<file path="config.mk">
export PLATFORM = sky130hd
export DESIGN_NAME = sobel_queue
export DESIGN_NICKNAME = d
export VERILOG_FILES = /design/src/rtl/sobel_pkg.sv /design/src/rtl/sobel_queue.sv
export SDC_FILE = /design/constraint.sdc
export NUM_CORES = 1
export LEC_CHECK = 0
export BUFFER_PORTS_ARGS = -buffer_cell sky130_fd_sc_hd__buf_2
export CAP_MARGIN = 5
export CORE_MARGIN = 3
export CORE_UTILIZATION = 50
export CTS_CLUSTER_DIAMETER = 120
export DETAILED_ROUTE_END_ITERATION = 10
export PLACE_DENSITY = 0.71
export SETUP_SLACK_MARGIN = 0.15
export SYNTH_ARGS = -nofsm -noshare
export SYNTH_HDL_FRONTEND = slang
export SYNTH_SLANG_ARGS = --single-unit
</file>
<file path="constraint.sdc">
create_clock -name clk -period 3.1 [get_ports clk]
set_clock_uncertainty 0.2 [all_clocks]
set_input_delay 0.155 -clock clk [delete_from_list [all_inputs] [get_ports clk]]
set_output_delay 0.155 -clock clk [all_outputs]
set_load 0.02 [all_outputs]
</file>
<file path="src/rtl/sobel_pkg.sv">
// sobel_pkg: shared types, register map and constants for the Sobel edge block.
// No dependencies; imported by every module under rtl/.
package sobel_pkg;

  localparam int PIX_W    = 32;   // raw pixel
  localparam int LUMA_W   = 8;    // intensity byte
  localparam int LUMA_LSB = 24;   // intensity sits in bits 31..24
  localparam int FW_W     = 11;   // frame_width register
  localparam int FH_W     = 12;   // frame_height register
  localparam int TH_W     = 8;    // edge_threshold register
  localparam int ROW_W    = 13;   // input row counter, runs up to height + 3
  localparam int SUM_W    = 10;   // one side of a Sobel sum, max 4 * 255
  localparam int PADDR_W  = 4;
  localparam int PDATA_W  = 32;
  localparam int Q_DEPTH  = 4;    // front-to-back queue entries
  localparam int Q_AW     = 2;

  localparam logic [FW_W-1:0] WIDTH_RST  = 11'd640;
  localparam logic [FH_W-1:0] HEIGHT_RST = 12'd480;
  localparam logic [TH_W-1:0] THRESH_RST = 8'd0;

  localparam logic [PIX_W-1:0] EDGE_PIX    = 32'hFFFF_FFFF;
  localparam logic [PIX_W-1:0] NO_EDGE_PIX = 32'h0000_0000;

  typedef enum logic [1:0] {
    REG_FRAME_WIDTH    = 2'd0,
    REG_FRAME_HEIGHT   = 2'd1,
    REG_EDGE_THRESHOLD = 2'd2
  } reg_idx_t;

  typedef struct packed {
    logic [FW_W-1:0] frame_width;
    logic [FH_W-1:0] frame_height;
    logic [TH_W-1:0] edge_threshold;
  } cfg_t;

  // per-request decisions made by the front end
  typedef struct packed {
    logic emit;    // this request releases a result
    logic border;  // result sits on the frame border
    logic last;    // result closes the frame
  } item_flags_t;

  localparam int FLAGS_W = $bits(item_flags_t);

  function automatic logic [LUMA_W-1:0] luma(input logic [PIX_W-1:0] p);
    return p[LUMA_LSB +: LUMA_W];
  endfunction

endpackage

</file>
<file path="src/rtl/sobel_queue.sv">
// sobel_queue: small register FIFO between the front end and the back end.
// Uses sobel_pkg for depth constants.
module sobel_queue
  import sobel_pkg::*;
#(
  parameter int DATA_W = 48
) (
  input  logic              clk,
  input  logic              rst_n,
  input  logic              push,
  input  logic [DATA_W-1:0] push_data,
  output logic              full,
  input  logic              pop,
  output logic [DATA_W-1:0] pop_data,
  output logic              empty
);

  logic [DATA_W-1:0] entries_r [Q_DEPTH];
  logic [Q_AW-1:0]   wr_ptr_r, rd_ptr_r;
  logic [Q_AW:0]     count_r, count_nxt;

  assign full     = count_r == (Q_AW+1)'(Q_DEPTH);
  assign empty    = count_r == '0;
  assign pop_data = entries_r[rd_ptr_r];

  always_comb begin
    count_nxt = count_r;
    if (push && !pop) begin
      count_nxt = count_r + (Q_AW+1)'(1);
    end else if (pop && !push) begin
      count_nxt = count_r - (Q_AW+1)'(1);
    end
  end

  always_ff @(posedge clk) begin
    if (push) begin
      entries_r[wr_ptr_r] <= push_data;
    end
  end

  always_ff @(posedge clk) begin
    if (!rst_n) begin
      wr_ptr_r <= '0;
      rd_ptr_r <= '0;
      count_r  <= '0;
    end else begin
      if (push) begin
        wr_ptr_r <= wr_ptr_r + Q_AW'(1);
      end
      if (pop) begin
        rd_ptr_r <= rd_ptr_r + Q_AW'(1);
      end
      count_r <= count_nxt;
    end
  end

endmodule

</file>
Word-level counts from Yosys, hierarchy flattened
Memory sizes are Yosys's and may differ from the RTL's. A register that Yosys moved wholly into a read port is not among the register bits.
Cells that the tools add are included.
Widths: inputs -> output; s select.
Storage, ports and cells
  register bits: 7
  bits in writable memories: 192
  input port bits: 52
  output and inout bits: 50
  logic and storage cells: 21
  memories: 1
Cells by class
  $add $sub $neg: 4
  equal/unequal tests: 1
  mux-type cells: 6
  reduce and logical (&&, ||, !) cells: 6
Memories
  entries_r: depth 4, width 48, read ports 1, clocked after Yosys merged registers in 1, write ports 1, line sobel_queue.sv:18  | logic [DATA_W-1:0] entries_r [Q_DEPTH];
Operators with widths (number)
  $mux 3: 2
  $add 2x1->2 const B: 2
  $mux 2: 2
  $add 3x1->3 const B: 1
  $eq 3x3->1 const B: 1
  $logic_not 3->1: 1
  $sub 3x1->3 const B: 1
  $logic_and 1x1->1: 2
  $logic_not 1->1: 2
  $mux 1: 2
  $reduce_bool 2->1: 1

Logic depth before layout (Yosys ltp)
Gate-level depths: netlist (run 1).
  word-level depth: 4
  depth in mapped cells: 7
  depth with buffers taken out: 7

Least setup slack after synthesis (run 1)
Ideal clock, no wire load.
  path type: register -> register
  from: register wr_ptr_r[0]
  to: memory entries_r[2][0] (enable)
  library setup time: 410 ps
  data arrival time: 1688 ps
  data required time: 2490 ps
  setup slack: 802 ps
  cell stages (with the launch flop): 4
  buffers on the path: 0
  period minus slack after synthesis: 2298 ps
  cell sequence: dfxtp_1 > inv_1 > ha_1 > and2_1
RTL lines
  start: declaration: line sobel_queue.sv:19  | logic [Q_AW-1:0] wr_ptr_r, rd_ptr_r;
  start signal: assignment: line sobel_queue.sv:48  | wr_ptr_r <= wr_ptr_r + Q_AW'(1);
  end: declaration: line sobel_queue.sv:18
Straight into the memory's write port.

==> flow_metrics.tcl, run 1 <==
set metrics [dict create \
    status "finished, final reports clean" \
    period_needed_ns 2.43 \
    synth_edf_count 192 \
    synth_nets 351 \
    cts-resized-gates 0 \
    hold_viol 0 \
    final_layout_size_suffix_gt1_share_pct 39.3 \
    cpPeakStageDelay_ns 0.59 \
    track_usage_pct 16.4 \
    drtAntennaViolNets 0 \
    wl_um 13200 \
    crit_path_cell_trace "buf_4 -> mux4_2 -> buf_2" \
    multiInputGateArea_sq_um 1340 \
    postSynthAreaPerCell_sq_um 25.1 \
    worstSetupPathType "reg2out" \
    post_cts_buffers 0 \
    setup_viol 0 \
    cts_htree_levels 1 \
    coreArea_sq_um 14100 \
    crit_arrival_ns 2.08 \
    leakage_nw 3.21 \
    n_fill_cell 951 \
    post-place-ws_ns 1.11 \
    synth_top_area_share_pct 78.3 \
    via_count 3509 \
    cts_sinks 201 \
    diodes 0 \
    seq_area_frac_synth_pct 80.7 \
    required_ns 2.74 \
    viasPerCell 5.31 \
    cts_tree "built" \
    p_per_area_nw_per_um2 657 \
    clkTransAtPathRegs_ns 0.06 \
    synth_cells 293 \
    design_area_sq_um 9310 \
    wire_per_inst_um 19.9 \
    min_period_over_period_pct 78.5 \
    layout.nets 525 \
    cp_slowest_cell "dfxtp_4" \
    synth_area_sq_um 7360 \
    ys_warn_count 0 \
    netlist_top_cells_count "192 x edfxtp_1, 48 x mux4_2, 9 x and2_1, 9 x dfxtp_1, 5 x ha_1" \
    power.total_w 0.00612 \
    die_x_um 127 \
    cts_max_path_buffers 3 \
    ys.flop_type "edfxtp_1" \
    synth_most_common_cell "edfxtp_1" \
    gp_congestion 0.670 \
    max_freq_mhz 411 \
    cts_buffers 21 \
    relSlewSlack_pct 59.1 \
    ys_types 21 \
    synth_top_area_cell "edfxtp_1" \
    drc_errors 0 \
    regArea_sq_um 5950 \
    io_pins 102 \
    setup_ws_ns 0.666 \
    port_buffers 101 \
    start_kind "register" \
    max_cap_viol_count 0 \
    clockRootBuffer "clkbuf_16" \
    clock_latency_ns 0.47 \
    die_y_um 127 \
    dp_hpwl_um 8000 \
    fin_setup_tns_ns 0 \
    dr.pass1.iters 4 \
    hold_depth 2 \
    path_max_fanout 18 \
    crit_path_end_kind "primary output" \
    antenna_found_initial 0 \
    grt_pass1_wl_um 20600 \
    rsz0062_at_grt "no" \
    area_delta_synth_final_pct 26.4 \
    r2r_cells 3 \
    drt_iter0_drc 168 \
    worst-slew-pin-transition_ns 0.613 \
    hold_class "in2reg" \
    ctsHoldBuffers 52 \
    gr-total-overflow 0 \
    die-area_sq_um 16200 \
    grt_pass1_vias 3767 \
    peakVddDrop_uv 502 \
    synth.area.top_cells "edfxtp_1 78%, mux4_2 15%, dfxtp_1 2.4%" \
    grt_max_degree 35 \
    dpl_cell_area_sq_um 8170 \
    finalMaxSlewViolations 0 \
    core.rowCount 43 \
    async_reset_ff_share_pct 0 \
    start_util_pct 52.0 \
    ys_ff_latch 201 \
]
sequential cells by signal, indices dropped and copies added, names as in the netlist, named ones only:
name	count
entries_r	192
wr_ptr_r	2
rd_ptr_r	2
count_r	3
path summary, 6_finish.rpt:
check	from	to	slack [ns]
max	register	pop_data[19]	0.67
min	push_data[10]	entries_r[2][10]$_DFFE_PP_	0.24
max reg2reg	wr_ptr_r[0]$_SDFFE_PN0P_	entries_r[1][43]$_DFFE_PP_	1.18
min reg2reg	count_r[2]$_SDFFE_PN0P_	count_r[2]$_SDFFE_PN0P_	0.33
metal layers:
| layer | vias to the layer above | wire, um | GRT usage (%) | share of wire [%] |
|---|---|---|---|---|
| li1 | 1589 | - | - | - |
| met1 | 1791 | 5620 | 22.7 | 43 |
| met2 | 111 | 6520 | 27.5 | 49 |
| met3 | 18 | 816 | 3.34 | 6.2 |
| met4 | 0 | 217 | 3.47 | 1.6 |
| met5 | - | 0 | 0 | 0 |
worst max-delay path, delay by kind of cell (launching register included):
family / cells / cell delay [ns]
multiplexers: 1 / 0.53
buffers and inverters: 2 / 0.48
flip-flops: 1 / 0.59
metrics by stage:
| step | hold WS (ns) | cells | utilization, % |
|---|---|---|---|
| floorplan | 0.0539 | 293 | - |
| global placement | 0.166 | 572 | 57.7 |
| detailed placement | 0.174 | 572 | 57.7 |
| CTS | 0.226 | 661 | 65.8 |
| global route | 0.239 | 661 | 65.8 |
| finish | 0.237 | 661 | 65.8 |
power breakdown:
part / total (W) / leakage (nW) / switching (W) / internal, W
combinational: 0.000698 / 1.07 / 0.000373 / 0.000325
sequential: 0.00318 / 1.84 / 0.0000610 / 0.00312
clock: 0.00224 / 0.299 / 0.000914 / 0.00133
cells by family (layout without fill, tap and decap cells):
kind of cell,count (synthesis),in the layout,synth area share (%)
AO/OA/AOI/OAI,2,2,0.170
XOR/XNOR,5,5,0.595
adder cells (fa/ha/maj),6,6,1.12
buffers and inverters,14,202,1.17
flip-flops,201,201,80.7
multiplexers,50,50,15.0
AND/OR/NAND/NOR,15,15,1.24
layout by cell type (no fill, tap or decap), types with 3 or more instances in the layout:
master | Yosys | routed
edfxtp_1 | 192 | 192
buf_2 | 3 | 101
dlygate4sd3_1 | 0 | 52
mux4_2 | 48 | 48
clkbuf_16 | 0 | 21
clkbuf_1 | 2 | 7
dfxtp_1 | 9 | 7
buf_12 | 0 | 6
and2_1 | 9 | 5
ha_1 | 5 | 5
inv_1 | 4 | 4
and2_2 | 0 | 4
clkinv_1 | 0 | 4
xor2_1 | 3 | 3
clkinv_2 | 0 | 3
final cells by class:
type	instances	share of cell area [%]
flip-flops and latches	201	63.9
multi-input cells	78	14.4
repair buffers	161	12.5
clock buffers	28	5.93
well taps	180	2.42
clock inverters	9	0.726
inverters	4	0.161
(Power assumes the default switching activity.)
==> inputs of run 2 (changes only) <==
==> constraint.sdc (replaced) <==
create_clock -name clk -period 2.3 [get_ports clk]
set_clock_uncertainty 0.2 [all_clocks]
set_input_delay 0.115 -clock clk [delete_from_list [all_inputs] [get_ports clk]]
set_output_delay 0.115 -clock clk [all_outputs]
set_load 0.02 [all_outputs]
==> run 2 against run 1 <==
Net effect:
- first-iteration DRC count rose by 16%
- largest power group unchanged
- via count grew 3.4%
- sequential share of layout area shrank 3.2 points
- die area is the same
- combinational power increased by 72%
- design area up 5.2%
- power rose by 41%
- routed wire length is 5.6% higher
- worst hold slack lost 0.060 ns
- count of clock-buffer cells in the layout shrank 2
- cell count grew 2.0%
==> flow_metrics.tcl, run 2 (synthesized netlist as in run 1, its figures left out) <==
set metrics [dict create \
    period_needed_ns 2.17 \
    layout.cells.most_common "edfxtp_1" \
    io_pins 102 \
    p_per_area_nw_per_um2 880 \
    relSlewSlack_pct 73.6 \
    worst-slew-pin-transition_ns 0.397 \
    viasPerCell 5.38 \
    busiest_layer "met2" \
    met3_usage_pct 3.97 \
    wl_um 13900 \
    dr.pass1.iters 4 \
    internal_power_w 0.00671 \
    switching_share_pct 22.1 \
    drc_errors 0 \
    finalMaxSlewViolations 0 \
    leakage_nw 3.41 \
    top_regs "entries_r (192), count_r (3)" \
    final_core_util_pct 69.2 \
    fin_setup_tns_ns 0 \
    gr-total-overflow 0 \
    required_ns 1.99 \
    track_usage_pct 16.7 \
    gp_congestion 0.685 \
    seqPwrFrac_pct 49.4 \
    ff2ff_setup_slack_ns 0.58 \
    start_util_pct 52.0 \
    cts_sinks 201 \
    rsz0062_at_grt "yes" \
    max_freq_mhz 461 \
    drtAntennaViolNets 0 \
    peakVddDrop_uv 611 \
    p_comb_share_pct 13.9 \
    hold_class "in2reg" \
    clockPowerShare_pct 36.7 \
    setup_viol 0 \
    max_cap_viol_count 0 \
    drt_iter0_drc 195 \
    power.net_switching_w 0.00190 \
    grt_pass1_wl_um 20900 \
    core.rowCount 43 \
    reg2reg_from "wr_ptr_r[1]$_SDFFE_PN0P_" \
    crit_arrival_ns 1.85 \
    cts_buffers 21 \
    area_delta_synth_final_pct 33.0 \
    met1_usage_pct 22.0 \
    hold_start "push_data[11]" \
    min_to "entries_r[3][11]$_DFFE_PP_" \
    port_buffers 101 \
    wire_per_inst_um 20.6 \
    cts_htree_levels 1 \
    path_max_fanout 8 \
    crit_path_end_kind "primary output" \
    final_layout_size_suffix_gt1_share_pct 41.5 \
    cts_max_path_buffers 3 \
    n_fill_cell 890 \
    die_x_um 127 \
    clkTransAtPathRegs_ns 0.06 \
    die_y_um 127 \
    cts_tree "built" \
    antenna_found_initial 0 \
    largest_register_ffs 192 \
    die-area_sq_um 16200 \
    layout_common_cells "192 x edfxtp_1, 63 x buf_2, 52 x dlygate4sd3_1" \
    largest-register "entries_r" \
    hold_viol 0 \
    hold_depth 2 \
    grt_pass1_vias 3951 \
    clock_latency_ns 0.49 \
    status "finished, final reports clean" \
    worstSetupPathType "reg2out" \
    via_count 3627 \
    coreArea_sq_um 14100 \
    r2r_cells 4 \
    clockRootBuffer "clkbuf_16" \
    diodes 0 \
    dp_hpwl_um 8010 \
    min_period_over_period_pct 94.3 \
    layout.nets 539 \
    start_kind "register" \
    r2r_end "entries_r[1][15]$_DFFE_PP_" \
    met2_usage_pct 28.4 \
    grt_max_degree 33 \
]
==> run 2: changes by cell type in the layout (fill, tap and decap cells not counted) <==
cell	change
buf_6	+36
buf_2	-38
clkinv_1	-1
inv_6	+1
buf_12	+4
bufinv_16	+1
clkbuf_16	+4
clkbuf_1	-2
buf_4	+8
==> run 2: power groups by stage <==
| stage | clock (W) | combinational [W] | sequential [W] |
|---|---|---|---|
| global placement | 0 | 0.000905 | 0.00433 |
| floorplan | 0 | 0.000592 | 0.00431 |
| global route | 0.00339 | 0.00127 | 0.00427 |
| CTS | 0.00323 | 0.00101 | 0.00426 |
| finish | 0.00316 | 0.00120 | 0.00425 |
| detailed placement | 0 | 0.000921 | 0.00434 |
==> run 2: final cells by class <==
type	count	area [sq um]	area share [%]
flip-flops and latches	201	5950	60.8
repair buffers	175	1620	16.5
multi-input cells	78	1340	13.6
clock buffers	26	544	5.56
well taps	180	225	2.30
clock inverters	10	103	1.05
inverters	4	15.0	0.153
==> run 2: critical path, cell delays in order, from the launching register on <==
cell     delay, ns
dfxtp_4       0.36
buf_12        0.15
buf_12        0.15
mux4_2        0.54
buf_6         0.16
==> run 2: worst max path at each step <==
stage	start	endpoint	slack, ns	cells past startpoint
after floorplan	wr_ptr_r[0]$_SDFFE_PN0P_	entries_r[2][0]$_DFFE_PP_	0.52	3
after global placement	register	pop_data[37]	0.53	3
after detailed placement	push	count_r[2]$_SDFFE_PN0P_	0.50	7
after CTS	register	pop_data[3]	0.09	3
after global routing	register	pop_data[16]	0.08	4
final	register	pop_data[16]	0.13	4
==> run 2: metrics by stage <==
| step | power, W | instances | cell area [sq um] | setup WS [ns] | hold slack, ns |
|---|---|---|---|---|---|
| 2_1_floorplan | 0.00491 | 293 | 7370 | 0.516 | 0.0139 |
| 3_3_place_gp | 0.00523 | 577 | 8230 | 0.530 | 0.124 |
| 3_5_place_dp | 0.00526 | 577 | 8230 | 0.497 | 0.134 |
| 4_1_cts | 0.00850 | 667 | 9420 | 0.0931 | 0.164 |
| 5_1_grt | 0.00893 | 674 | 9790 | 0.0762 | 0.172 |
| 6_report | 0.00861 | 674 | 9790 | 0.131 | 0.177 |
==> run 2: timing repair <==
| item | in CTS | in global routing |
|---|---|---|
| endpoints found under the hold margin | 201 | 0 |
| cloned | 0 | 4 |
| setup buffers | 2 | 3 |
| gates resized for setup | 2 | 80 |
| hold buffers | 52 | 0 |
| setup endpoints to repair | 43 | 46 |
==> run 2: layer usage <==
layer,share of wire [%],vias to the layer above
met5,0,-
met4,2.3,0
met3,6.6,25
met2,50,118
met1,41,1869
li1,-,1615
==> inputs of run 3 (changes only) <==
--- a/config.mk
+++ b/config.mk
@@ -11,7 +11,7 @@
 export CORE_UTILIZATION = 50
 export CTS_CLUSTER_DIAMETER = 120
 export DETAILED_ROUTE_END_ITERATION = 10
-export PLACE_DENSITY = 0.71
+export PLACE_DENSITY = 0.79
 export SETUP_SLACK_MARGIN = 0.15
 export SYNTH_ARGS = -nofsm -noshare
 export SYNTH_HDL_FRONTEND = slang
==> run 3 against run 2 <==
Net effect:
- design area decreased by 3.0%
- count of clock-buffer cells in the layout fell by 2
- register-to-register slack worse by 0.09 ns
- core utilization decreased by 2.0 points
- sequential share of layout area up 1.8 points
- worst hold slack improved by 0.016 ns
- fmax shrank 0.60%
- critical endpoint is now pop_data[32]
- largest power group unchanged
==> flow_metrics.tcl, run 3 (synthesized netlist as in run 1, its figures left out) <==
set metrics [dict create \
    setup_viol 0 \
    core.rowCount 43 \
    clockPowerShare_pct 36.1 \
    grt_pass1_vias 3839 \
    drtAntennaViolNets 0 \
    p_comb_share_pct 12.8 \
    gp_congestion 0.692 \
    io_pins 102 \
    cpPeakStageDelay_ns 0.52 \
    crit_family "multiplexers" \
    max_freq_mhz 458 \
    grt_pass1_wl_um 21100 \
    final_layout_size_suffix_gt1_share_pct 40.2 \
    die-area_sq_um 16200 \
    max_cap_viol_count 0 \
    crit_path_cell_trace "buf_16 -> mux4_2 -> buf_2" \
    required_ns 1.99 \
    rsz0062_at_grt "yes" \
    track_usage_pct 17.0 \
    start_util_pct 52.0 \
    cts_sinks 201 \
    layout.cells.non_filler 663 \
    drc_errors 0 \
    viasPerCell 5.34 \
    cts_buffers 21 \
    worst-slew-pin-transition_ns 0.526 \
    die_y_um 127 \
    leakage_nw 3.29 \
    die_x_um 127 \
    setup_ws_ns 0.118 \
    via_count 3542 \
    status "finished, final reports clean" \
    hold_viol 0 \
    largest_register_ffs 192 \
    top_regs "entries_r (192), count_r (3)" \
    dr.pass1.iters 4 \
    wl_um 13800 \
    min_period_over_period_pct 94.9 \
    seqPwrFrac_pct 51.0 \
    layout_common_cells "192 x edfxtp_1, 90 x buf_2, 52 x dlygate4sd3_1" \
    layout.cells.most_common "edfxtp_1" \
    clock_latency_ns 0.47 \
    switching_share_pct 22.3 \
    diodes 0 \
    relSlewSlack_pct 64.9 \
    drt_iter0_drc 249 \
    port_buffers 101 \
    crit_path_end_kind "primary output" \
    post-place-ws_ns 0.358 \
    gr-total-overflow 0 \
    start_kind "register" \
    dpl_cell_area_sq_um 8190 \
    clockRootBuffer "clkbuf_16" \
    area_delta_synth_final_pct 29.0 \
    peakVddDrop_uv 572 \
    place_inst 573 \
    critPathBufInv 2 \
    cts_htree_levels 1 \
    clkTransAtPathRegs_ns 0.06 \
    wire_per_inst_um 20.8 \
    antenna_found_initial 0 \
    crit_arrival_ns 1.87 \
    p_per_area_nw_per_um2 879 \
    worstSetupPathType "reg2out" \
    path_max_fanout 12 \
    largest-register "entries_r" \
    n_fill_cell 897 \
    coreArea_sq_um 14100 \
    cts_max_path_buffers 3 \
    period_needed_ns 2.18 \
    layout.nets 530 \
    cts_tree "built" \
    finalMaxSlewViolations 0 \
    final_core_util_pct 67.2 \
    grt_max_degree 49 \
    design_area_sq_um 9500 \
    hold_class "in2reg" \
    power.net_switching_w 0.00187 \
    cp_slowest_cell "mux4_2" \
    fin_setup_tns_ns 0 \
    dp_hpwl_um 7560 \
    internal_power_w 0.00649 \
]
-- run 3: power groups by stage --
stage | clock, W | combinational (W) | sequential (W)
after global routing | 0.00323 | 0.00114 | 0.00428
after global placement | 0 | 0.000908 | 0.00432
after CTS | 0.00309 | 0.00104 | 0.00426
final | 0.00302 | 0.00107 | 0.00426
after floorplan | 0 | 0.000592 | 0.00431
after detailed placement | 0 | 0.000923 | 0.00433
-- run 3: timing repair --
item                                    in CTS  in global routing
hold endpoints to repair                   201                  0
endpoints found under the setup margin      48                 48
cloned                                       3                  1
gates resized for setup                      4                 22
buffers inserted                             0                  0
hold buffers                                52                  0
-- run 3: worst paths after layout --
path / start / to / slack, ns / cells past startpoint
worst max-delay path: register / pop_data[32] / 0.12 / 3
worst min-delay path: push_data[16] / entries_r[2][16]$_DFFE_PP_ / 0.19 / 2
worst max register to register: wr_ptr_r[0]$_SDFFE_PN0P_ / entries_r[1][37]$_DFFE_PP_ / 0.49 / 3
worst min register to register: count_r[2]$_SDFFE_PN0P_ / count_r[2]$_SDFFE_PN0P_ / 0.36 / 2
-- run 3: layer usage --
metal  global-route usage (%)  wire, um  up-vias
li1                         -         -     1596
met1                     23.0      5770     1813
met2                     29.2      7040      109
met3                     3.05       740       24
met4                     4.35       259        0
met5                        0         0        -
-- run 3: layout make-up --
type	count	area, sq um	share of cell area (%)
multi-input combinational	78	1340	14.1
inverter	4	15.0	0.158
clock buffer	24	537	5.65
tap	180	225	2.37
sequential	201	5950	62.6
clock inverter	10	72.6	0.764
timing repair buffer	166	1370	14.4
-- run 3: per-stage QoR --
step | hold slack, ns | total power, W
floorplan | 0.0139 | 0.00491
global placement | 0.127 | 0.00522
detailed placement | 0.134 | 0.00525
CTS | 0.173 | 0.00839
global route | 0.194 | 0.00865
finish | 0.193 | 0.00835
