<file path="src/rtl/sobel_pkg.sv">
// sobel_pkg: shared types, register map and constants for the Sobel edge block.
// No dependencies; imported by every module under rtl/.
package sobel_pkg;

  localparam int PIX_W    = 32;   // raw pixel
  localparam int LUMA_W   = 8;    // intensity byte
  localparam int LUMA_LSB = 24;   // intensity sits in bits 31..24
  localparam int FW_W     = 11;   // frame_width register
  localparam int FH_W     = 12;   // frame_height register
  localparam int TH_W     = 8;    // edge_threshold register
  localparam int ROW_W    = 13;   // input row counter, runs up to height + 3
  localparam int SUM_W    = 10;   // one side of a Sobel sum, max 4 * 255
  localparam int PADDR_W  = 4;
  localparam int PDATA_W  = 32;
  localparam int Q_DEPTH  = 4;    // front-to-back queue entries
  localparam int Q_AW     = 2;

  localparam logic [FW_W-1:0] WIDTH_RST  = 11'd640;
  localparam logic [FH_W-1:0] HEIGHT_RST = 12'd480;
  localparam logic [TH_W-1:0] THRESH_RST = 8'd0;

  localparam logic [PIX_W-1:0] EDGE_PIX    = 32'hFFFF_FFFF;
  localparam logic [PIX_W-1:0] NO_EDGE_PIX = 32'h0000_0000;

  typedef enum logic [1:0] {
    REG_FRAME_WIDTH    = 2'd0,
    REG_FRAME_HEIGHT   = 2'd1,
    REG_EDGE_THRESHOLD = 2'd2
  } reg_idx_t;

  typedef struct packed {
    logic [FW_W-1:0] frame_width;
    logic [FH_W-1:0] frame_height;
    logic [TH_W-1:0] edge_threshold;
  } cfg_t;

  // per-request decisions made by the front end
  typedef struct packed {
    logic emit;    // this request releases a result
    logic border;  // result sits on the frame border
    logic last;    // result closes the frame
  } item_flags_t;

  localparam int FLAGS_W = $bits(item_flags_t);

  function automatic logic [LUMA_W-1:0] luma(input logic [PIX_W-1:0] p);
    return p[LUMA_LSB +: LUMA_W];
  endfunction

endpackage

</file>
<file path="src/rtl/sobel_front.sv">
// sobel_front: request intake, frame position counters, result scheduling.
// Rebuilds its counters after reset and register writes. Uses sobel_pkg.
module sobel_front
  import sobel_pkg::*;
#(
  parameter int MAX_WIDTH = 1024
) (
  input  logic                           clk,
  input  logic                           rst_n,
  input  cfg_t                           cfg,
  input  logic                           cfg_wr,
  input  logic                           in_valid,
  output logic                           in_ready,
  input  logic                           in_command,
  input  logic [PIX_W-1:0]               in_pixel_in,
  input  logic                           q_full,
  output logic                           push,
  output logic [$clog2(MAX_WIDTH)-1:0]   push_col,
  output logic [PIX_W-1:0]               push_pixel,
  output item_flags_t                    push_flags
);

  localparam int CW  = $clog2(MAX_WIDTH);
  localparam int WW  = $clog2(MAX_WIDTH + 1);
  localparam int ICW = ROW_W + WW + 1;
  localparam int SW  = ICW + 1;
  localparam int DCW = $clog2(ICW);

  typedef enum logic [2:0] {
    ST_MUL = 3'b001,
    ST_DIV = 3'b010,
    ST_RUN = 3'b100
  } fstate_t;

  fstate_t          state_r, state_nxt;
  logic [CW-1:0]    icol_r, icol_nxt, ocol_r, ocol_nxt;
  logic [ROW_W-1:0] irow_r, irow_nxt, orow_r, orow_nxt;
  logic [ICW-1:0]   opos_r, opos_nxt, incnt_r, incnt_nxt, total_r, total_nxt;
  logic [ICW-1:0]   dq_r, dq_nxt;
  logic [WW-1:0]    drem_r, drem_nxt;
  logic [DCW-1:0]   dcnt_r, dcnt_nxt;

  logic [WW-1:0]    w_eff;
  logic [FH_W-1:0]  h_eff;
  logic [ROW_W-1:0] h_lim;

  // divider step
  logic [WW:0]      rem_sh;
  logic             div_ge;
  logic [WW-1:0]    div_rem;
  logic [ICW-1:0]   div_q;

  // request evaluation
  logic             accept, restart, in_frame, drop, col_wrap, ocol_wrap;
  logic             emit, border, last;
  logic [CW-1:0]    icol_e, ocol_e, icol_n;
  logic [ROW_W-1:0] irow_e, orow_e, irow_n;
  logic [ICW-1:0]   opos_e, incnt_e, incnt_n;
  logic [SW-1:0]    need;

  always_comb begin
    if (cfg.frame_width == '0) begin
      w_eff = WW'(1);
    end else if (32'(cfg.frame_width) > MAX_WIDTH) begin
      w_eff = WW'(MAX_WIDTH);
    end else begin
      w_eff = WW'(cfg.frame_width);
    end
    h_eff = (cfg.frame_height == '0) ? FH_W'(1) : cfg.frame_height;
    h_lim = ROW_W'(h_eff) + ROW_W'(2);
  end

  // restoring divide of the output position by the width, one bit a cycle
  always_comb begin
    rem_sh  = {drem_r, dq_r[ICW-1]};
    div_ge  = rem_sh >= {1'b0, w_eff};
    div_rem = div_ge ? WW'(rem_sh - {1'b0, w_eff}) : WW'(rem_sh);
    div_q   = {dq_r[ICW-2:0], div_ge};
  end

  assign in_ready = (state_r == ST_RUN) && !q_full;
  assign accept   = in_valid && in_ready;

  always_comb begin
    // counters that no longer fit the frame start over
    restart = (opos_r >= total_r) || (irow_r > h_lim) || (WW'(icol_r) >= w_eff);
    icol_e  = restart ? '0 : icol_r;
    irow_e  = restart ? '0 : irow_r;
    opos_e  = restart ? '0 : opos_r;
    orow_e  = restart ? '0 : orow_r;
    ocol_e  = restart ? '0 : ocol_r;
    incnt_e = restart ? '0 : incnt_r;

    in_frame = irow_e < ROW_W'(h_eff);
    drop     = in_frame && in_command;    // pad while frame still arriving

    col_wrap = (WW'(icol_e) + WW'(1)) == w_eff;
    icol_n   = col_wrap ? '0 : icol_e + CW'(1);
    irow_n   = col_wrap ? irow_e + ROW_W'(1) : irow_e;
    incnt_n  = incnt_e + ICW'(1);

    // result lags the input by one row plus one pixel
    need = SW'(opos_e) + SW'(w_eff) + SW'(2);
    emit = SW'(incnt_n) >= need;

    border = (orow_e == '0) || (orow_e == ROW_W'(h_eff) - ROW_W'(1)) ||
             (ocol_e == '0) || (WW'(ocol_e) == w_eff - WW'(1));
    last      = opos_e == total_r - ICW'(1);
    ocol_wrap = (WW'(ocol_e) + WW'(1)) == w_eff;
  end

  assign push              = accept && !drop;
  assign push_col          = icol_e;
  assign push_pixel        = in_frame ? in_pixel_in : '0;
  assign push_flags.emit   = emit;
  assign push_flags.border = border;
  assign push_flags.last   = last;

  always_comb begin
    state_nxt = state_r;
    icol_nxt  = icol_r;
    irow_nxt  = irow_r;
    opos_nxt  = opos_r;
    orow_nxt  = orow_r;
    ocol_nxt  = ocol_r;
    incnt_nxt = incnt_r;
    total_nxt = total_r;
    dq_nxt    = dq_r;
    drem_nxt  = drem_r;
    dcnt_nxt  = dcnt_r;
    unique case (state_r)
      ST_MUL: begin
        total_nxt = ICW'(w_eff) * ICW'(h_eff);
        incnt_nxt = ICW'(irow_r) * ICW'(w_eff) + ICW'(icol_r);
        dq_nxt    = opos_r;
        drem_nxt  = '0;
        dcnt_nxt  = DCW'(ICW - 1);
        state_nxt = ST_DIV;
      end
      ST_DIV: begin
        dq_nxt   = div_q;
        drem_nxt = div_rem;
        dcnt_nxt = dcnt_r - DCW'(1);
        if (dcnt_r == '0) begin
          orow_nxt  = ROW_W'(div_q);
          ocol_nxt  = CW'(div_rem);
          state_nxt = ST_RUN;
        end
      end
      ST_RUN: begin
        if (accept) begin
          icol_nxt  = icol_e;
          irow_nxt  = irow_e;
          opos_nxt  = opos_e;
          orow_nxt  = orow_e;
          ocol_nxt  = ocol_e;
          incnt_nxt = incnt_e;
          if (!drop) begin
            icol_nxt  = icol_n;
            irow_nxt  = irow_n;
            incnt_nxt = incnt_n;
            if (emit && last) begin
              icol_nxt  = '0;
              irow_nxt  = '0;
              opos_nxt  = '0;
              orow_nxt  = '0;
              ocol_nxt  = '0;
              incnt_nxt = '0;
            end else if (emit) begin
              opos_nxt = opos_e + ICW'(1);
              ocol_nxt = ocol_wrap ? '0 : ocol_e + CW'(1);
              orow_nxt = ocol_wrap ? orow_e + ROW_W'(1) : orow_e;
            end
          end
        end
      end
      default: state_nxt = ST_MUL;
    endcase
    if (cfg_wr) begin
      state_nxt = ST_MUL;
    end
  end

  always_ff @(posedge clk) begin
    dq_r    <= dq_nxt;
    drem_r  <= drem_nxt;
    total_r <= total_nxt;
  end

  always_ff @(posedge clk) begin
    if (!rst_n) begin
      state_r <= ST_MUL;
      icol_r  <= '0;
      irow_r  <= '0;
      opos_r  <= '0;
      orow_r  <= '0;
      ocol_r  <= '0;
      incnt_r <= '0;
      dcnt_r  <= '0;
    end else begin
      state_r <= state_nxt;
      icol_r  <= icol_nxt;
      irow_r  <= irow_nxt;
      opos_r  <= opos_nxt;
      orow_r  <= orow_nxt;
      ocol_r  <= ocol_nxt;
      incnt_r <= incnt_nxt;
      dcnt_r  <= dcnt_nxt;
    end
  end

endmodule

</file>
<file path="config.mk">
export PLATFORM = sky130hd
export DESIGN_NAME = sobel_front
export DESIGN_NICKNAME = d
export VERILOG_FILES = /design/src/rtl/sobel_pkg.sv /design/src/rtl/sobel_front.sv
export SDC_FILE = /design/constraint.sdc
export NUM_CORES = 1
export LEC_CHECK = 0
export BUFFER_PORTS_ARGS = -buffer_cell sky130_fd_sc_hd__buf_2
export CAP_MARGIN = 20
export CORE_UTILIZATION = 40
export DETAILED_ROUTE_END_ITERATION = 8
export SKIP_LAST_GASP = 1
export SYNTH_ARGS = -nofsm -noshare
export SYNTH_HDL_FRONTEND = slang
export SYNTH_SLANG_ARGS = --single-unit
</file>
<file path="constraint.sdc">
create_clock -name clk -period 51 [get_ports clk]
set_input_delay 15.3 -clock clk [delete_from_list [all_inputs] [get_ports clk]]
set_output_delay 15.3 -clock clk [all_outputs]
set_load 0.02 [all_outputs]
</file>
== Word level (Yosys, flattened, before mapping) ==
Cells that the tools add are included.

* Add/subtract/negate cells: 17
* Div/mod/pow operators: 0
* Magnitude comparators: 7
* Equal/unequal tests: 10
* Bitwise logic cells: 2
* Reduce and logical (&&, ||, !) cells: 25
* Multipliers: 2
* Multiplexer cells: 43
* Shift operators: 0

{| class="wikitable"
|+ Operator list
! cell !! count
|-
| $mux 25 || 8
|-
| $mux 13 || 11
|-
| $mux 10 || 11
|-
| $pmux 25 s2 || 2
|-
| $add 25x1->25 const B || 2
|-
| $mux 11 || 3
|-
| $mux 32 || 1
|-
| $add 13x1->13 const B || 2
|-
| $add 25x11->26 || 1
|-
| $add 26x2->26 const B || 1
|-
| $ge 25x26->1 || 1
|-
| $pmux 13 s2 || 1
|-
| $add 24x10->25 || 1
|-
| $eq 25x25->1 || 1
|-
| $ge 25x23->1 || 1
|-
| $mul 13x11->24 || 1
|-
| $sub 23x1->24 const B || 1
|-
| $mul 11x12->23 || 1
|-
| $add 10x1->11 const B || 2
|-
| $eq 11x11->1 || 2
|-
| $pmux 11 s2 || 1
|-
| $add 10x1->10 const B || 2
|-
| $pmux 10 s2 || 1
|-
| $add 12x2->13 const B || 1
|-
| 32 further kinds || 47
|}

* Bits in read-only memories: 0
* Memory bits (writable): 0
* Bits in registers: 163
* Memories: 0
* Latch bits: 0

== Longest topological paths before layout ==
Gate-level depths: netlist (run 1).

* Depth in word-level cells: 15
* Mapped depth: 48

== Worst setup path before layout (run 1) ==
OpenSTA, ideal clock, no wires.

* Path type: input to output
* Start point: in cfg[21] (netlist name)
* End point: out push_flags[2] (netlist name)
* Arrival time: 23099 ps
* Cell stages on the path: 40
* Path slack: 12601 ps
* Buffers on the path: 9
* Cells stage by stage: nor4_1 -> a31oi_1 -> nor2_1 -> clkbuf_1 -> buf_1 -> ha_1 -> nand2b_1 -> a31oi_1 -> o21ai_0 -> a221o_1 -> a221oi_2 -> nand2_1 -> buf_1 -> clkbuf_1 -> buf_1 -> buf_1 -> nor2_1 -> ha_1 -> [4 not listed] -> a21oi_1 -> nand2b_1 -> a21oi_1 -> o31a_1 -> o2111ai_1 -> nor3_1 -> nand3_1 -> xnor2_1 -> nand2_1 -> ha_1 -> o21a_1 -> o21ai_0 -> nand2b_1 -> o2111ai_1 -> o21ai_0 -> clkbuf_1 -> clkbuf_1 -> buf_4

* Word-level cells in the longest chain between the ends: 9

{| class="wikitable"
|+ Ends and longest elaborated chain
! element !! RTL line !! RTL
|-
| start, declared || sobel_front.sv:10 || <nowiki>input cfg_t cfg,</nowiki>
|-
| $gt 11x11->1 || sobel_front.sv:64 || <nowiki>end else if (32'(cfg.frame_width) > MAX_WIDTH) begin</nowiki>
|-
| $mux 11 || sobel_front.sv:64 ||
|-
| $mux 11 (*) || sobel_front.sv:62 || <nowiki>if (cfg.frame_width == '0) begin</nowiki>
|-
| $ge 10x11->1 || sobel_front.sv:86 || <nowiki>restart = (opos_r >= total_r) || (irow_r > h_lim) || (WW'(icol_r) >= w_eff);</nowiki>
|-
| $logic_or 1x1->1 || sobel_front.sv:86 ||
|-
| $mux 25 || sobel_front.sv:89 || <nowiki>opos_e = restart ? '0 : opos_r;</nowiki>
|-
| $add 25x11->26 || sobel_front.sv:103 || <nowiki>need = SW'(opos_e) + SW'(w_eff) + SW'(2);</nowiki>
|-
| $add 26x2->26 || sobel_front.sv:103 ||
|-
| $ge 25x26->1 (*) || sobel_front.sv:104 || <nowiki>emit = SW'(incnt_n) >= need;</nowiki>
|-
| end, declared || sobel_front.sv:20 || <nowiki>output item_flags_t push_flags</nowiki>
|}

Mark *: on every way between the ends. The rest lies on a longest branch, timed or not.

==> key figures, run 1 <==
Run status
  • Status: finished, final reports clean

Logic synthesis
  • Synth area leader: fa_1
  • Netlist Area Pre-Place: 24400 sq um
  • Mapped Cells: 3133
  • Post-synth EDFFs: 59
  • Synth unique cells: 93
  • Net count after synthesis: 3661
  • Post-synth top area share: 16.4%
  • Seq/Total Area, Yosys: 15.8%
  • Top FF cell, synth: dfxtp_1
  • Seq cells post-synth: 163
  • Syn_area_per_cell: 7.78 sq um
  • Dominant cells by area after synthesis: fa_1 16%, ha_1 13%, dfxtp_1 8.5%
  • Fraction of registers with async set or reset after synthesis: 0%
  • Synthesis Warnings: 0

Placement
  • DP Area: 25600 sq um
  • Post-detail-place hpwl: 61.9 mm
  • Gp weighted congestion: 0.953
  • Inst Count DP: 3884
  • Port Buffer Count: 107

Clock network
  • Post-CTS resize count: 0
  • TritonCTS clock tree: built
  • Reg clk slew, reported paths: 0.06 ns
  • CTS sink cnt: 163
  • CTS buffer count: 17
  • Hold_buf cts: 0
  • Clk buf depth: 2
  • Clock latency at the later pin of the worst-skew pair: 0.46 ns
  • H-Tree Depth: 4
  • CTS Root Cell: clkbuf_16
  • Post-CTS Setup Bufs: 0

Critical path
  • Critical Path AT: 24.66 ns
  • Slowest stage delay, CP: 0.85 ns
  • Critical-path top delay cell: nor2b_2
  • CP startpoint kind: primary input
  • Worst setup EP type: primary output
  • Critical path peak fanout: 44
  • CP Class: in -> out
  • Most Frequent Cell on Critical Path: o21ai_0
  • Data required, critical path: 35.70 ns

Min path
  • HP Class: reg -> reg

Cells and area
  • Share of layout cells above drive strength 1: 7.98%
  • Final core utilization: 43.6%
  • Ant. Diodes: 0
  • Fin area: 26200 sq um
  • Final net count: 3650
  • Synth-to-layout area growth: 7.65%
  • Non-Filler Instances: 3916

Timing
  • Setup Viol. Count Final: 0
  • FMAX: 25.0 MHz
  • Period utilisation layout: 78.4%
  • Final Critical Period: 39.96 ns
  • Max-slew violations: 0
  • Unrepaired setup endpoints after global routing: no
  • Fin Clk Skew: 0.0180 ns
  • Final setup TNS: 0 ns
  • Slew of the pin with the lowest slew margin: 1.21 ns
  • Final Hold Viols: 0
  • Worst slew margin: 18.8%

Global routing
  • Largest net degree at the start of global routing: 49
  • Vias in the first global route: 21800
  • Initial antenna violation count: 2
  • First-pass GRT wire length: 129 mm
  • Gr usage total: 26.8%
  • Grt total ovfl: 0

Power
  • Sw Pwr: 226 uW
  • Peak supply drop: 0.0219 mV
  • Sw Ratio: 41.5%
  • Leakage power figure: 12.0 nW
  • Logic pwr share: 43.4%
  • Internal power: 319 uW
  • Clock power frac: 25.4%
  • Pwr dens: 20.8 nW/um^2
  • Seq pwr share: 31.1%

Route
  • Total Wirelength: 82.7 mm
  • DR pass1 iterations: 6
  • Antenna Nets Post-Route: 0
  • WL/cell: 21.1 microns
  • DR iter-0 viols: 2168
  • Via density: 5.85
  • DRC: 0
  • Routed via count: 22900

Floorplan
  • CORE AREA: 60200 sq um
  • Row count: 90
  • DIE HEIGHT: 249 microns
  • Die area: 61900 sq um
  • Width of the die: 249 microns
  • IO Count: 116
  • Starting Density: 40.5%

Flow run
  • Max-cap viol count: 0
cell usage after synthesis, drive strengths merged (12+ instances only):
cell type and n:
nand2 447, inv 336, ha 259, nor2 240
fa 200, clkbuf 158, a21oi 139, nand3 126
o21ai 116, xnor2 114, dfxtp 104, and2 79
nor3 67, and3 66, edfxtp 59, xor2 53
nand4 45, a31oi 40, buf 39, nor4 30
a21o 29, nor2b 24, a221oi 22, a211oi 21
o211ai 21, o31ai 20, nand2b 17, or3 17
o22ai 16, clkinv 14, o21a 14, or4 12
power groups by stage:
stage	clock [mW]	sequential [mW]	combinational [mW]
final	0.139	0.170	0.237
after CTS	0.140	0.169	0.237
after detailed placement	0	0.172	0.235
after floorplan	0	0.163	0.172
after global routing	0.144	0.172	0.265
after global placement	0	0.172	0.234
flip-flops by register name, summed over array words and instances, names as in the netlist:
name     count
dq_r        25
state_r      3
dcnt_r       5
irow_r      13
drem_r      11
opos_r      25
ocol_r      10
orow_r      13
total_r     23
icol_r      10
incnt_r     25
worst max-delay path, delay by kind of cell:
kind                       cells  cell delay, ns
AOI/OAI and AO/OA             17            3.21
xor gates and xnor gates       1            0.24
adders and majority gates      4            1.37
buffers and inverters          6            1.86
and+or+nand+nor                8            2.60
stage by stage:
step	hold slack (ns)	total power, mW	worst slack (ns)
after detailed placement	0.457	0.407	11.31
final	0.473	0.546	11.04
after CTS	0.472	0.546	11.27
after global placement	0.461	0.406	11.42
after global routing	0.498	0.580	10.50
after floorplan	0.434	0.335	12.60
cells in the final DEF (no fill, tap or decap), types with 20 or more instances in the layout:
cell type	n
ha_1	259
o31ai_1	20
nand2_1	445
xnor2_1	113
nor3_1	66
fa_1	200
xor2_1	53
and2_1	78
a31oi_1	39
dfxtp_1	104
o211ai_1	21
nand3_1	126
a221oi_1	20
buf_4	60
o21ai_0	109
a21oi_1	138
a211oi_1	20
nor2_1	237
inv_1	332
a21o_1	29
nor4_1	28
and3_1	66
buf_2	107
nand4_1	45
edfxtp_1	59
path summary, 6_finish.rpt:
kind / slack [ns] / endpoint / cells after the start / startpoint
hold reg to reg: 0.47 / dcnt_r[4] / 1 / dcnt_r[4]
setup / recovery: 11.04 / push_flags[2] / 36 / cfg[30]
setup reg to reg: 40.61 / opos_r[7] / 37 / irow_r[0]
hold / removal: 0.47 / dcnt_r[4] / 1 / dcnt_r[4]
metal layers:
metal,share of wire [%],up-vias,track usage [%]
met3,8.1,149,4.13
met5,0.015,-,0
met1,44,11100,37.5
li1,-,10700,-
met2,45,988,42.1
met4,2.8,2,8.61
cells by family (layout without fill, tap and decap cells):
family / Yosys count / count (layout) / share of synthesized area [%]
AND/OR/NAND/NOR: 1217 / 1217 / 23.8
AO/OA/AOI/OAI: 566 / 566 / 15.4
buffers and inverters: 547 / 548 / 8.56
adder cells (fa/ha/maj): 459 / 459 / 29.7
XOR/XNOR: 169 / 169 / 6.22
flip-flops: 163 / 163 / 15.8
multiplexers: 11 / 11 / 0.477
other: 1 / 1 / 0.0154
layout make-up:
type                    instances  area [sq um]
inverters                     350          1310
clock inverters                13           171
flip-flops and latches        163          3850
multi-input cells            2423         18500
clock buffers                  18           429
fillers                      6149         34000
well taps                     782           978
repair buffers                167           986
Note: power is estimated with default switching activity, not from simulation.
==> inputs of run 2 (changes only) <==
==> constraint.sdc (replaced) <==
create_clock -name clk -period 36.8 [get_ports clk]
set_input_delay 11.04 -clock clk [delete_from_list [all_inputs] [get_ports clk]]
set_output_delay 11.04 -clock clk [all_outputs]
set_load 0.02 [all_outputs]
==> run 2 against run 1 <==
Count of clock-buffer cells in the layout stayed put. Final cell count about the same. Sequential share of layout area is essentially flat. Highest routed layer unchanged. First-iteration DRC count up 5.7%. Utilization barely moved. Setup slack got worse by 5.4 ns. Final area barely moved.
==> key figures, run 2 (synthesis results as in run 1) <==
Clock network
  • Reg clk slew, reported paths: 0.07 ns (was 0.06 ns)
  • Post-CTS Setup Bufs: 0 (unchanged)
  • CTS sink cnt: 163 (unchanged)
  • CTS Root Cell: clkbuf_16 (unchanged)
  • H-Tree Depth: 4 (unchanged)
  • Hold_buf cts: 0 (unchanged)
  • Post-CTS resize count: 0 (unchanged)
  • TritonCTS clock tree: built (unchanged)
  • CTS buffer count: 17 (unchanged)
  • Clock latency at the later pin of the worst-skew pair: 0.48 ns (was 0.46 ns)
  • Clk buf depth: 2 (unchanged)

Cells and area
  • Non-Filler Instances: 3913 (was 3916)
  • Biggest regs: dq_r x25, incnt_r x25, opos_r x25 (unchanged)
  • Final net count: 3645 (was 3650)
  • Multi-input logic area: 18500 sq um (unchanged)
  • Sequential cell area: 3850 sq um (unchanged)
  • Filler instances: 6141 (was 6149)
  • Most common library cell in the layout ignoring fill and taps: nand2_1 (unchanged)
  • Fin area: 26200 sq um (about the same)
  • Synth-to-layout area growth: 7.55% (was 7.65%)
  • Commonest non-fill, non-tap cells in the layout: 445 x nand2_1, 332 x inv_1, 259 x ha_1, 237 x nor2_1, 200 x fa_1 (unchanged)
  • Final core utilization: 43.5% (was 43.6%)
  • Share of layout cells above drive strength 1: 7.89% (was 7.98%)

Route
  • WL/cell: 21.2 microns (was 21.1 microns)
  • DR iter-0 viols: 2292 (was 2168)
  • Via density: 5.87 (was 5.85)
  • DRC: 0 (unchanged)
  • Antenna Nets Post-Route: 0 (unchanged)
  • Total Wirelength: 82.8 mm (was 82.7 mm)
  • Routed via count: 23000 (was 22900)
  • DR pass1 iterations: 6 (unchanged)

Timing
  • WHS: 0.477 ns (was 0.473 ns)
  • Final Critical Period: 31.14 ns
  • FMAX: 32.1 MHz
  • Period utilisation layout: 84.6%
  • Min setup slack post-route: 5.66 ns (was 11.04 ns)
  • Setup Viol. Count Final: 0 (unchanged)
  • Fin Clk Skew: 0.0179 ns (was 0.0180 ns)
  • Unrepaired setup endpoints after global routing: no (unchanged)
  • Final setup TNS: 0 ns (unchanged)
  • Worst slew margin: 17.9% (was 18.8%)
  • Final Hold Viols: 0 (unchanged)
  • Max-slew violations: 0 (unchanged)
  • Slew of the pin with the lowest slew margin: 1.22 ns (was 1.21 ns)

Flow run
  • Max-cap viol count: 0 (unchanged)

Floorplan
  • IO Count: 116 (unchanged)
  • CORE AREA: 60200 sq um (unchanged)
  • Width of the die: 249 microns (unchanged)
  • Row count: 90 (unchanged)
  • Die area: 61900 sq um (unchanged)
  • Starting Density: 40.5% (unchanged)
  • DIE HEIGHT: 249 microns (unchanged)

Placement
  • Port Buffer Count: 107 (unchanged)
  • Inst Count DP: 3878 (was 3884)
  • Post-detail-place hpwl: 61.8 mm (was 61.9 mm)
  • DP Area: 25600 sq um (about the same)
  • Place WS: 5.88 ns (was 11.31 ns)
  • Gp weighted congestion: 0.927 (was 0.953)

Critical path
  • Slowest stage delay, CP: 0.54 ns (was 0.85 ns)
  • Most Frequent Cell on Critical Path: buf_4 (was o21ai_0)
  • CP startpoint kind: primary input (unchanged)
  • Data required, critical path: 25.76 ns (was 35.70 ns)
  • CP Class: in -> out (unchanged)
  • Critical-path top delay cell: nand2_2 (was nor2b_2)
  • Critical path peak fanout: 49 (was 44)
  • Worst setup EP type: primary output (unchanged)
  • Critical Path AT: 20.10 ns (was 24.66 ns)

Power
  • Seq pwr share: 31.5% (was 31.1%)
  • Total power: 753 uW (was 546 uW)
  • Peak supply drop: 0.0347 mV (was 0.0219 mV)
  • Sw Pwr: 319 uW (was 226 uW)
  • Pwr dens: 28.7 nW/um^2 (was 20.8 nW/um^2)
  • Sw Ratio: 42.4% (was 41.5%)
  • Clock power frac: 25.0% (was 25.4%)
  • Logic pwr share: 43.5% (was 43.4%)
  • Leakage power figure: 12.0 nW (about the same)
  • Internal power: 434 uW (was 319 uW)

Global routing
  • Vias in the first global route: 22000 (was 21800)
  • Gr usage total: 26.7% (was 26.8%)
  • Grt total ovfl: 0 (unchanged)
  • First-pass GRT wire length: 128 mm (was 129 mm)
  • Largest net degree at the start of global routing: 50 (was 49)
  • Initial antenna violation count: 1 (was 2)

Min path
  • HP Class: reg -> reg (unchanged)

Run status
  • Status: finished, final reports clean (unchanged)
-- run 2: cell count changes in the layout (fill, tap and decap cells not counted), sizes merged --
| cell | before | now |
|---|---|---|
| buf | 167 | 162 |
| bufinv | 3 | 1 |
| diode | 0 | 1 |
| inv | 342 | 344 |
| clkinv | 15 | 18 |
| clkinvlp | 3 | 1 |
-- run 2: power by group through the flow --
stage                     logic (mW)  clock network [mW]  registers, mW
after global placement         0.322                   0          0.240
after detailed placement       0.324                   0          0.240
final                          0.328               0.188          0.237
after global routing           0.365               0.196          0.240
after floorplan                0.238                   0          0.226
after CTS                      0.327               0.189          0.236
-- run 2: layout make-up --
class | count | share of cell area (%)
clock inverter | 14 | 0.535
antenna | 1 | 0.00955
timing repair buffer | 162 | 3.69
sequential | 163 | 14.7
clock buffer | 18 | 1.72
tap | 782 | 3.73
inverter | 350 | 5.01
multi-input combinational | 2423 | 70.6
-- run 2: layer usage --
| metal | GRT usage, % | vias up | part of all wire, % |
|---|---|---|---|
| met5 | 0 | - | 0.0097 |
| met4 | 9.80 | 2 | 3.4 |
| li1 | - | 10700 | - |
| met2 | 41.6 | 1006 | 44 |
| met1 | 36.5 | 11100 | 44 |
| met3 | 5.10 | 176 | 8.9 |
-- run 2: worst max-delay path: cells and delay by family --
| family | cells | cell delay, ns |
|---|---|---|
| compound gates | 16 | 3.59 |
| simple gates | 7 | 1.42 |
| fa+ha+maj | 4 | 1.16 |
| buf+inv | 8 | 2.65 |
| xor+xnor | 1 | 0.13 |
-- run 2: worst paths after layout --
path	startpoint	endpoint	slack, ns	cells after the start
max	cfg[30]	push_flags[2]	5.66	36
min	dcnt_r[4]	dcnt_r[4]	0.48	1
max reg2reg	irow_r[0]	opos_r[7]	26.59	36
min reg2reg	dcnt_r[4]	dcnt_r[4]	0.48	1
==> inputs of run 3 (changes only) <==
==> constraint.sdc (replaced) <==
create_clock -name clk -period 32.1 [get_ports clk]
set_input_delay 9.63 -clock clk [delete_from_list [all_inputs] [get_ports clk]]
set_output_delay 9.63 -clock clk [all_outputs]
set_load 0.02 [all_outputs]
==> run 3 against run 2 <==
Final area is essentially flat. Via count shrank 0.41%. Final cell count grew 0.13%. Critical path type unchanged. Critical endpoint unchanged. Largest power group unchanged.
==> key figures, run 3 (synthesis results as in run 1) <==
Run status
  • Status: finished, final reports clean (unchanged)

Flow run
  • Max-cap viol count: 0 (unchanged)

Critical path
  • Data required, critical path: 22.47 ns (was 25.76 ns)
  • Critical-path top delay cell: buf_4 (was nand2_2)
  • WP buf/inv: 9 (was 8)
  • Worst setup EP type: primary output (unchanged)
  • CP Class: in -> out (unchanged)
  • CP startpoint kind: primary input (unchanged)
  • Slowest stage delay, CP: 0.54 ns (about the same)
  • Critical Path AT: 18.29 ns (was 20.10 ns)
  • Top delay family on crit path: compound AO/OA/AOI/OAI gates (unchanged)
  • Critical path peak fanout: 44 (was 49)

Global routing
  • Largest net degree at the start of global routing: 49 (was 50)
  • Vias in the first global route: 21800 (was 22000)
  • Met1 usage: 37.2% (was 36.5%)
  • Initial antenna violation count: 2 (was 1)
  • GRT met3 Usage: 4.31% (was 5.10%)
  • Gr usage total: 26.7% (about the same)
  • Met2 usage: 41.8% (was 41.6%)
  • First-pass GRT wire length: 128 mm (about the same)
  • Grt total ovfl: 0 (unchanged)
  • Most used routing layer: met2 (unchanged)

Timing
  • Setup Viol. Count Final: 0 (unchanged)
  • Slew of the pin with the lowest slew margin: 0.932 ns (was 1.22 ns)
  • Min setup slack post-route: 4.18 ns (was 5.66 ns)
  • Fin Clk Skew: 0.0169 ns (was 0.0179 ns)
  • WHS: 0.468 ns (was 0.477 ns)
  • Unrepaired setup endpoints after global routing: no (unchanged)
  • FMAX: 35.8 MHz
  • Period utilisation layout: 87.0%
  • Final setup TNS: 0 ns (unchanged)
  • Max-slew violations: 0 (unchanged)
  • Final Hold Viols: 0 (unchanged)
  • Worst slew margin: 37.4% (was 17.9%)
  • Final Critical Period: 27.92 ns

Cells and area
  • Synth-to-layout area growth: 7.58% (was 7.55%)
  • Commonest non-fill, non-tap cells in the layout: 445 x nand2_1, 332 x inv_1, 259 x ha_1, 237 x nor2_1, 200 x fa_1 (unchanged)
  • Share of layout cells above drive strength 1: 8.01% (was 7.89%)
  • Final net count: 3650 (was 3645)
  • Most common library cell in the layout ignoring fill and taps: nand2_1 (unchanged)
  • Sequential cell area: 3850 sq um (unchanged)
  • Biggest regs: dq_r x25, incnt_r x25, opos_r x25 (unchanged)
  • Filler instances: 6137 (was 6141)
  • Multi-input logic area: 18500 sq um (unchanged)

Route
  • WL/cell: 21.2 microns (about the same)
  • Routed via count: 22900 (was 23000)
  • Via density: 5.84 (was 5.87)
  • DR pass1 iterations: 6 (unchanged)
  • Total Wirelength: 82.9 mm (was 82.8 mm)
  • DRC: 0 (unchanged)
  • DR iter-0 viols: 2529 (was 2292)
  • Antenna Nets Post-Route: 0 (unchanged)

Floorplan
  • CORE AREA: 60200 sq um (unchanged)
  • IO Count: 116 (unchanged)
  • Starting Density: 40.5% (unchanged)
  • Width of the die: 249 microns (unchanged)
  • Row count: 90 (unchanged)
  • Die area: 61900 sq um (unchanged)
  • DIE HEIGHT: 249 microns (unchanged)

Power
  • Peak supply drop: 0.0402 mV (was 0.0347 mV)
  • Pwr dens: 32.8 nW/um^2 (was 28.7 nW/um^2)
  • Leakage power figure: 12.0 nW (about the same)

Clock network
  • CTS buffer count: 17 (unchanged)
  • Hold_buf cts: 0 (unchanged)
  • Clk buf depth: 2 (unchanged)
  • Reg clk slew, reported paths: 0.06 ns (was 0.07 ns)
  • TritonCTS clock tree: built (unchanged)
  • Clock latency at the later pin of the worst-skew pair: 0.46 ns (was 0.48 ns)
  • CTS Root Cell: clkbuf_16 (unchanged)
  • CTS sink cnt: 163 (unchanged)
  • H-Tree Depth: 4 (unchanged)
  • Post-CTS resize count: 0 (unchanged)
  • Post-CTS Setup Bufs: 0 (unchanged)

Placement
  • Place WS: 4.39 ns (was 5.88 ns)
  • Post-detail-place hpwl: 61.9 mm (was 61.8 mm)
  • Port Buffer Count: 107 (unchanged)
  • Gp weighted congestion: 0.947 (was 0.927)

Min path
  • HP Class: reg -> reg (unchanged)
run 3: cell types whose count changed in the layout (fill, tap and decap cells not counted), sizes merged:
| cell | before | now |
|---|---|---|
| inv | 344 | 341 |
| clkinvlp | 1 | 3 |
| bufinv | 1 | 2 |
| clkbuf | 18 | 19 |
| buf | 162 | 166 |
run 3: through the flow:
| step | area, sq um | cells | util [%] | total power [mW] |
|---|---|---|---|---|
| floorplan | 24400 | 3133 | - | 0.532 |
| global placement | 25600 | 3883 | 42.5 | 0.643 |
| detailed placement | 25600 | 3883 | 42.5 | 0.646 |
| CTS | 26200 | 3915 | 43.5 | 0.860 |
| global route | 26200 | 3917 | 43.5 | 0.914 |
| finish | 26200 | 3918 | 43.5 | 0.860 |
run 3: final cells by class:
| class | instances | share of cell area [%] |
|---|---|---|
| clock inverter | 14 | 0.582 |
| timing repair buffer | 167 | 3.75 |
| inverter | 350 | 5.01 |
| tap | 782 | 3.73 |
| multi-input combinational | 2423 | 70.6 |
| sequential | 163 | 14.7 |
| clock buffer | 18 | 1.64 |
| antenna | 1 | 0.00954 |
run 3: worst reg2reg max path, delay by kind of cell, from the launching register on:
| family | cells | cell delay (ns) |
|---|---|---|
| adder cells (fa/ha/maj) | 4 | 1.11 |
| buffers and inverters | 4 | 1.18 |
| flip-flops | 1 | 0.67 |
| AO/OA/AOI/OAI | 20 | 4.55 |
| AND/OR/NAND/NOR | 8 | 2.24 |
run 3: worst paths after layout:
kind	startpoint	endpoint	slack, ns	cells past startpoint
min	dcnt_r[4]	dcnt_r[4]	0.47	1
max reg2reg	opos_r[20]	opos_r[7]	22.27	36
min reg2reg	dcnt_r[4]	dcnt_r[4]	0.47	1
max	cfg[30]	push_flags[2]	4.18	37
run 3: power breakdown:
group	total, mW	switching, mW	leakage, nW	internal [mW]
registers	0.272	0.0299	1.47	0.242
clock network	0.214	0.0985	0.279	0.116
logic	0.374	0.233	10.2	0.141
run 3: routing by layer:
metal	share of wire [%]	up-vias
met3	9.0	149
met5	0	-
met4	3.1	0
met2	44	1088
met1	44	10900
li1	-	10700
